## src/rtl/scc_pkg.sv

```systemverilog
// Shared types and constants for the strongly connected components block.
// Used by the controller, the datapath and the top level; no dependencies.
package scc_pkg;

    localparam int MAX_NODES_DEF = 1024;
    localparam int MAX_EDGES_DEF = 4096;

    // Fixed field widths of the item ports
    localparam int FUNC_W = 2;
    localparam int NODE_W = 11;
    localparam int STAT_W = 2;
    localparam int COMP_W = 10;

    // Function codes of an input item
    localparam logic [FUNC_W-1:0] FUNC_ADD   = 2'd0;
    localparam logic [FUNC_W-1:0] FUNC_RUN   = 2'd1;
    localparam logic [FUNC_W-1:0] FUNC_READ  = 2'd2;
    localparam logic [FUNC_W-1:0] FUNC_CLEAR = 2'd3;

    // Status codes of a result item
    localparam logic [STAT_W-1:0] STAT_OK    = 2'd0;
    localparam logic [STAT_W-1:0] STAT_BAD   = 2'd1;
    localparam logic [STAT_W-1:0] STAT_EMPTY = 2'd2;

    // Datapath operations issued by the controller
    typedef enum logic [4:0] {
        OP_NONE, OP_LATCH, OP_CLR_START, OP_CLR_LIST, OP_ADD_RD, OP_ADD_W1, OP_ADD_W2,
        OP_RESP_OK, OP_RESP_BAD, OP_RESP_EMPTY, OP_RD_ADDR, OP_RD_RESP, OP_RUN_INIT,
        OP_CLR_MARK, OP_ROOT_RD, OP_ROOT_NEXT, OP_ENTER_ROOT, OP_ENTER_CHILD,
        OP_ENTER_WR, OP_EDGE_RD, OP_EDGE_GOT, OP_EDGE_W, OP_SCAN_INIT, OP_SCAN_RD,
        OP_EMIT_INIT, OP_EMIT_RD, OP_EMIT_WR, OP_COMP_DONE, OP_POP, OP_POP_GOT,
        OP_POP_LOW
    } cmd_t;

    // Conditions reported by the datapath
    typedef struct packed {
        logic [FUNC_W-1:0] func;
        logic add_ok;
        logic rd_avail;
        logic sweep_last;
        logic root_done;
        logic seen;
        logic e_valid;
        logic w_bad;
        logic w_room;
        logic is_root;
        logic k_zero;
        logic found;
        logic emit_done;
        logic sp_one;
    } dp_stat_t;

endpackage

```

## src/rtl/scc_ctrl.sv

```systemverilog
// Controller state machine: sequences edge loads, reads, clears and the search.
// Depends on scc_pkg; drives scc_dp through cmd_t and reads dp_stat_t.
module scc_ctrl import scc_pkg::*; (
    input  logic     aclk,
    input  logic     aresetn,
    input  logic     s_valid,
    output logic     s_ready,
    output logic     m_valid,
    input  logic     m_ready,
    input  dp_stat_t stat,
    output cmd_t     cmd
);
    typedef enum logic [4:0] {
        ST_RST_SWEEP, ST_IDLE, ST_DISPATCH, ST_CLR_SWEEP, ST_ADD_W1, ST_ADD_W2, ST_RESP,
        ST_RD_RESP, ST_MARK_SWEEP, ST_ROOT, ST_ROOT_CHK, ST_ENTER_WR, ST_LOOP,
        ST_EDGE_GOT, ST_EDGE_CHK, ST_SCAN_RD, ST_SCAN_CHK, ST_EMIT_INIT, ST_EMIT,
        ST_EMIT_WR, ST_POP, ST_POP_GOT, ST_POP_LOW
    } state_t;

    state_t state_reg, state_next;
    logic   m_valid_reg;
    logic   resp_fire;

    assign s_ready   = (state_reg == ST_IDLE) && !m_valid_reg;
    assign m_valid   = m_valid_reg;
    assign resp_fire = (cmd == OP_RESP_OK) || (cmd == OP_RESP_BAD) ||
                       (cmd == OP_RESP_EMPTY) || (cmd == OP_RD_RESP);

    // Pick the operation and the next state
    always_comb begin
        cmd        = OP_NONE;
        state_next = state_reg;
        case (state_reg)
            ST_RST_SWEEP: begin
                cmd = OP_CLR_LIST;
                if (stat.sweep_last) state_next = ST_IDLE;
            end
            ST_IDLE: begin
                if (s_valid && s_ready) begin
                    cmd        = OP_LATCH;
                    state_next = ST_DISPATCH;
                end
            end
            ST_DISPATCH: begin
                case (stat.func)
                    FUNC_ADD: begin
                        if (stat.add_ok) begin
                            cmd        = OP_ADD_RD;
                            state_next = ST_ADD_W1;
                        end else begin
                            cmd        = OP_RESP_BAD;
                            state_next = ST_IDLE;
                        end
                    end
                    FUNC_RUN: begin
                        cmd        = OP_RUN_INIT;
                        state_next = ST_MARK_SWEEP;
                    end
                    FUNC_READ: begin
                        if (stat.rd_avail) begin
                            cmd        = OP_RD_ADDR;
                            state_next = ST_RD_RESP;
                        end else begin
                            cmd        = OP_RESP_EMPTY;
                            state_next = ST_IDLE;
                        end
                    end
                    default: begin
                        cmd        = OP_CLR_START;
                        state_next = ST_CLR_SWEEP;
                    end
                endcase
            end
            ST_CLR_SWEEP: begin
                cmd = OP_CLR_LIST;
                if (stat.sweep_last) state_next = ST_RESP;
            end
            ST_ADD_W1: begin
                cmd        = OP_ADD_W1;
                state_next = ST_ADD_W2;
            end
            ST_ADD_W2: begin
                cmd        = OP_ADD_W2;
                state_next = ST_RESP;
            end
            ST_RESP: begin
                cmd        = OP_RESP_OK;
                state_next = ST_IDLE;
            end
            ST_RD_RESP: begin
                cmd        = OP_RD_RESP;
                state_next = ST_IDLE;
            end
            ST_MARK_SWEEP: begin
                cmd = OP_CLR_MARK;
                if (stat.sweep_last) state_next = ST_ROOT;
            end
            ST_ROOT: begin
                if (stat.root_done) begin
                    cmd        = OP_RESP_OK;
                    state_next = ST_IDLE;
                end else begin
                    cmd        = OP_ROOT_RD;
                    state_next = ST_ROOT_CHK;
                end
            end
            ST_ROOT_CHK: begin
                if (stat.seen) begin
                    cmd        = OP_ROOT_NEXT;
                    state_next = ST_ROOT;
                end else begin
                    cmd        = OP_ENTER_ROOT;
                    state_next = ST_ENTER_WR;
                end
            end
            ST_ENTER_WR: begin
                cmd        = OP_ENTER_WR;
                state_next = ST_LOOP;
            end
            ST_LOOP: begin
                if (stat.e_valid) begin
                    cmd        = OP_EDGE_RD;
                    state_next = ST_EDGE_GOT;
                end else if (stat.is_root) begin
                    cmd        = OP_SCAN_INIT;
                    state_next = ST_SCAN_RD;
                end else begin
                    cmd        = OP_POP;
                    state_next = stat.sp_one ? ST_ROOT : ST_POP_GOT;
                end
            end
            ST_EDGE_GOT: begin
                cmd        = OP_EDGE_GOT;
                state_next = stat.w_bad ? ST_LOOP : ST_EDGE_CHK;
            end
            ST_EDGE_CHK: begin
                if (stat.seen) begin
                    cmd        = OP_EDGE_W;
                    state_next = ST_LOOP;
                end else if (stat.w_room) begin
                    cmd        = OP_ENTER_CHILD;
                    state_next = ST_ENTER_WR;
                end else begin
                    state_next = ST_LOOP;
                end
            end
            ST_SCAN_RD: begin
                if (stat.k_zero) begin
                    state_next = ST_EMIT_INIT;
                end else begin
                    cmd        = OP_SCAN_RD;
                    state_next = ST_SCAN_CHK;
                end
            end
            ST_SCAN_CHK: begin
                state_next = stat.found ? ST_EMIT_INIT : ST_SCAN_RD;
            end
            ST_EMIT_INIT: begin
                cmd        = OP_EMIT_INIT;
                state_next = ST_EMIT;
            end
            ST_EMIT: begin
                if (stat.emit_done) begin
                    cmd        = OP_COMP_DONE;
                    state_next = ST_POP;
                end else begin
                    cmd        = OP_EMIT_RD;
                    state_next = ST_EMIT_WR;
                end
            end
            ST_EMIT_WR: begin
                cmd        = OP_EMIT_WR;
                state_next = ST_EMIT;
            end
            ST_POP: begin
                cmd        = OP_POP;
                state_next = stat.sp_one ? ST_ROOT : ST_POP_GOT;
            end
            ST_POP_GOT: begin
                cmd        = OP_POP_GOT;
                state_next = ST_POP_LOW;
            end
            ST_POP_LOW: begin
                cmd        = OP_POP_LOW;
                state_next = ST_LOOP;
            end
            default: begin
                state_next = ST_IDLE;
            end
        endcase
    end

    // Hold state and the result valid flag
    always_ff @(posedge aclk) begin
        if (!aresetn) begin
            state_reg   <= ST_RST_SWEEP;
            m_valid_reg <= 1'b0;
        end else begin
            state_reg <= state_next;
            if (resp_fire) begin
                m_valid_reg <= 1'b1;
            end else if (m_ready) begin
                m_valid_reg <= 1'b0;
            end
        end
    end
endmodule

```

## config.mk

```make
export PLATFORM = sky130hd
export DESIGN_NAME = scc_ctrl
export DESIGN_NICKNAME = d
export VERILOG_FILES = /design/src/rtl/scc_pkg.sv /design/src/rtl/scc_ctrl.sv
export SDC_FILE = /design/constraint.sdc
export NUM_CORES = 1
export LEC_CHECK = 0
export BUFFER_PORTS_ARGS = -buffer_cell sky130_fd_sc_hd__buf_4
export CORE_MARGIN = 3
export CORE_UTILIZATION = 50
export DETAILED_ROUTE_END_ITERATION = 12
export PLACE_DENSITY_LB_ADDON = 0.1
export SETUP_SLACK_MARGIN = 0.02
export SKIP_LAST_GASP = 1
export SYNTH_ARGS = -nofsm -noshare
export SYNTH_HDL_FRONTEND = slang
export SYNTH_SLANG_ARGS = --single-unit
```

## constraint.sdc

```tcl
create_clock -name aclk -period 1.9 [get_ports aclk]
set_clock_uncertainty 0.1 [all_clocks]
set_input_delay 0.38 -clock aclk [delete_from_list [all_inputs] [get_ports aclk]]
set_output_delay 0.38 -clock aclk [all_outputs]
set_load 0.02 [all_outputs]
```

==> results of run 1 <==
[Yosys cell counts, types with 5 or more instances]
cell type	number	area, um2
a21oi_1	14	70.1
buf_2	14	70.1
dfxtp_1	6	120
inv_1	7	26.3
nand2_1	18	67.6
nand2b_1	10	62.6
nand3_1	5	25.0
nand3b_1	6	45.0
nor2_1	14	52.6
nor2b_1	9	56.3
nor3_1	9	45.0
o21ai_0	13	65.1
[cell families after synthesis]
logic type                 count (synthesis)  share of synthesized area (%)
and+or+nand+nor                           95                           42.1
muxes                                      1                          0.794
adders and majority gates                  4                           3.97
AOI/OAI and AO/OA                         62                           33.8
xor gates and xnor gates                   1                          0.695
DFF                                        6                           9.52
buffers and inverters                     23                           9.13
[per-stage QoR]
step / util [%] / setup TNS [ps] / area [um2] / hold slack (ps)
floorplan: - / -139 / 1320 / 396
global placement: 82.0 / -1800 / 1880 / 453
detailed placement: 82.0 / -2140 / 1880 / 465
==> results.yml, run 1 <==
synthesis:
  yosys_warnings: 0
  ys.flop_type: "dfxtp_1"
  synth_edf_count: 0
  postSynth.asyncResetShare_pct: 0
  avgSynthCellArea_um2: 6.57
  syn_inst: 192
  ys_ff_latch: 6
  synthesis.nets: 215
  synth.distinct_cells: 55
  seq_area_frac_synth_pct: 9.52
  synth_area_mm2: 0.00126
placement:
  dp_slack_ps: -367
  gp_congestion: 1.09
  port_buffers: 25
  hpwl_um: 3820
  place_inst: 286
floorplan:
  die_x_um: 56.2
  die_h_um: 56.2
  start_util_pct: 54.9
  num_rows: 17
  boundaryPins: 26
cts:
  numCtsBuffers: 3
  cts-root-buf: "clkbuf_4"
  clock-sinks: 6
  cts_hold_buffers: 0
  clock_path_buffers: 2
  post-cts-setup-buffers: 24
  cts_resized: 69
  htreeDepth: 1
status:
  outcome: "did not finish"
  error_line: "[ERROR DPL-0038] Utilization greater than 100%, impossible to legalize"
  failed_stage: "4_1_cts"
==> run 2, diff against run 1 <==
--- a/config.mk
+++ b/config.mk
@@ -6,11 +6,10 @@
 export NUM_CORES = 1
 export LEC_CHECK = 0
 export BUFFER_PORTS_ARGS = -buffer_cell sky130_fd_sc_hd__buf_4
-export CORE_MARGIN = 3
-export CORE_UTILIZATION = 50
+export CORE_AREA = 3 3 64 66
 export DETAILED_ROUTE_END_ITERATION = 12
-export PLACE_DENSITY_LB_ADDON = 0.1
-export SETUP_SLACK_MARGIN = 0.02
+export DIE_AREA = 0 0 67 69
+export PLACE_DENSITY_LB_ADDON = 0.15
 export SKIP_LAST_GASP = 1
 export SYNTH_ARGS = -nofsm -noshare
 export SYNTH_HDL_FRONTEND = slang
==> constraint.sdc (replaced) <==
create_clock -name aclk -period 2.5 [get_ports aclk]
set_clock_uncertainty 0.1 [all_clocks]
set_input_delay 0.5 -clock aclk [delete_from_list [all_inputs] [get_ports aclk]]
set_output_delay 0.5 -clock aclk [all_outputs]
set_load 0.02 [all_outputs]
==> run 2 against run 1 <==
  * The flow now finishes, with violations (negative setup slack)
  * Synthesized cell count is the same
  * Area after synthesis is the same
==> results.yml, run 2 <==
min_path:
  min_from: "state_reg[2]"
  min_path_type: "reg -> reg"
  min_to: "state_reg[2]"
  min_path_cells: 2
floorplan:
  coreArea_mm2: 0.00363
  start_util_pct: 34.7
  die_x_um: 67
  num_rows: 22
  die_h_um: 69
  dieArea_mm2: 0.00462
  boundaryPins: 26
critical_path:
  path_cells: "buf_8 -> or2_4 -> o2111ai_2 -> o21ai_1 -> or4_4 -> buf_6"
  max_stage_delay_ps: 500
  cp-end-kind: "output port"
  cp-start-kind: "flop"
  r2r-end: "m_valid"
  r2r-start: "state_reg[0]"
  worstSetupPathType: "reg -> out"
  worstRegToRegCells: 8
  cp_data_arrival_time_ps: 1920
  rrSetupSlack_ps: 310
  cp_data_required_time_ps: 1900
  crit_fanout: 11
  crit_path_top_delay_cell: "or4_4"
cts:
  clock_latency_ps: 230
  clock_path_buffers: 2
  numCtsBuffers: 3
  htreeDepth: 1
  cts_hold_buffers: 0
  cts-root-buf: "clkbuf_8"
  tritoncts: "yes"
  clock-sinks: 6
  path_clk_slew_ps: 40
cells_and_area:
  drive_gt1_share_pct: 36.9
  stdcell_count: 284
  fin_nets: 261
  layout_common_cells: "buf_4 (51), nand2_1 (18), a21oi_1 (13), nor2_1 (11), nand2b_1 (10)"
  diodes: 0
  largest_register_ffs: 5
  final_util_pct: 50.5
  layout_commonest_cell: "buf_4"
  syn2layout_area_growth_pct: 45.5
timing:
  min_period_over_period_pct: 101
  fmax_mhz: 397
  finalSetupViolCount: 1
  fin_hold_ws_ps: 454
  finalHoldViolCount: 0
  min_period_ps: 2520
  slew_violations: 0
  setup-tns-final_ps: -20.2
  slew_headroom_pct: 68.1
  rsz0062_at_grt: "true"
  fin_ws_ps: -20.2
  tightest_slew_ps: 475
synthesis:
  synth.distinct_cells: 55
  postSynth.asyncResetShare_pct: 0
  syn_inst: 192
  netlist_top_cells_count: "nand2_1 (18), a21oi_1 (14), buf_2 (14), nor2_1 (14), o21ai_0 (13)"
  ys.flop_type: "dfxtp_1"
  avgSynthCellArea_um2: 6.57
  yosys_warnings: 0
  yosysMostFrequentCell: "nand2_1"
  synth_area_mm2: 0.00126
  synth_edf_count: 0
  yosys.area.top_type_share_pct: 9.52
  ys_ff_latch: 6
  synth_top_area_cell: "dfxtp_1"
  synthesis.nets: 215
  synth.top_cells.by_area: "dfxtp_1 (9.5%), a21oi_1 (5.6%), buf_2 (5.6%)"
  seq_area_frac_synth_pct: 9.52
pwr:
  p_switching_uw: 196
  p_leak_uw: 0.000740
  ir_worst_vdd_mv: 0.136
  p_per_area_mw_per_mm2: 283
  comb_power_share_pct: 48.9
  switching_share_pct: 37.8
  power_frac_seq_pct: 20.1
  p_int_uw: 323
  power_frac_clock_pct: 30.9
routing:
  drc_errors: 0
  vias: 1732
  wl_per_cell_um: 17.2
  ant_nets: 0
  drtPass1Iterations: 4
  viasPerCell: 6.10
  wl_um: 4900
  drt-initial-drc-count: 103
placement:
  place_inst: 275
  gp_congestion: 0.985
  hpwl_um: 3630
  port_buffers: 25
global_route:
  antenna_found_initial: 0
  track_usage_pct: 21.3
  grt_overflow: 0
  grt_pass1_vias: 1604
  grt_pass1_wl_um: 7750
  grt_max_degree: 18
flow_run:
  drv_cap: 0
status:
  violations: "negative setup slack"
  outcome: "finished with violations"
==> run 2: cell counts after synthesis <==
Identical to the previous run, type by type.
==> run 2: worst max-delay path, delay by kind of cell, from the launching register on <==
family | cells | cell delay [ps]
AO/OA/AOI/OAI | 2 | 270
AND/OR/NAND/NOR | 2 | 770
buffers and inverters | 2 | 290
flip-flops | 1 | 360
==> run 2: area by class of cell <==
class | instances | area (um2)
clock buffer | 3 | 41.3
fill | 390 | 1800
inverter | 7 | 26.3
multi-input combinational | 163 | 1110
sequential | 6 | 135
tap | 48 | 60.1
timing repair buffer | 57 | 463
==> run 2: kinds of logic (layout without fill, tap and decap cells) <==
family	after synthesis	count (layout)	share of synthesized area, %
buffers and inverters	23	67	9.13
DFF	6	6	9.52
adders and majority gates	4	4	3.97
and+or+nand+nor	95	95	42.1
xor gates and xnor gates	1	1	0.695
AOI/OAI and AO/OA	62	62	33.8
muxes	1	1	0.794
==> run 2: metrics by stage <==
step | cell area (um2) | power, uW | setup WS [ps]
3_3_place_gp | 1630 | 328 | -11.6
5_1_grt | 1840 | 543 | -67.3
6_report | 1840 | 519 | -20.2
3_5_place_dp | 1630 | 329 | -31.9
2_1_floorplan | 1260 | 233 | 216
4_1_cts | 1750 | 504 | -12.6
==> run 2: worst max path at each step <==
stage | start | to | cells after the start
3_3_place_gp | stat[13] | cmd[1] | 10
5_1_grt | state_reg[0] | cmd[0] | 6
4_1_cts | state_reg[4] | cmd[1] | 7
2_1_floorplan | stat[13] | cmd[1] | 7
6_report | state_reg[0] | cmd[0] | 6
3_5_place_dp | stat[13] | cmd[0] | 8
==> run 2: layer usage <==
layer / GRT usage (%) / vias up / share of wire (%)
met2: 32.1 / 100 / 47
met3: 3.91 / 24 / 8.6
met5: 0 / - / 0
li1: - / 804 / -
met1: 28.7 / 804 / 40
met4: 10.1 / 0 / 4.4
==> run 2: timing repair <==
| action | in CTS | in global routing |
|---|---|---|
| pin swaps | 3 | 4 |
| cloned | 0 | 0 |
| resized for setup | 21 | 19 |
| buffers inserted | 4 | 2 |
| setup endpoints to repair | 5 | 5 |
==> run 2: power by group through the flow <==
stage | logic, uW | clock network [uW] | registers (uW)
final | 254 | 161 | 104
after global routing | 271 | 167 | 106
after detailed placement | 221 | 0 | 108
after global placement | 220 | 0 | 108
after floorplan | 129 | 0 | 105
after CTS | 238 | 162 | 105
(Power assumes the default switching activity.)
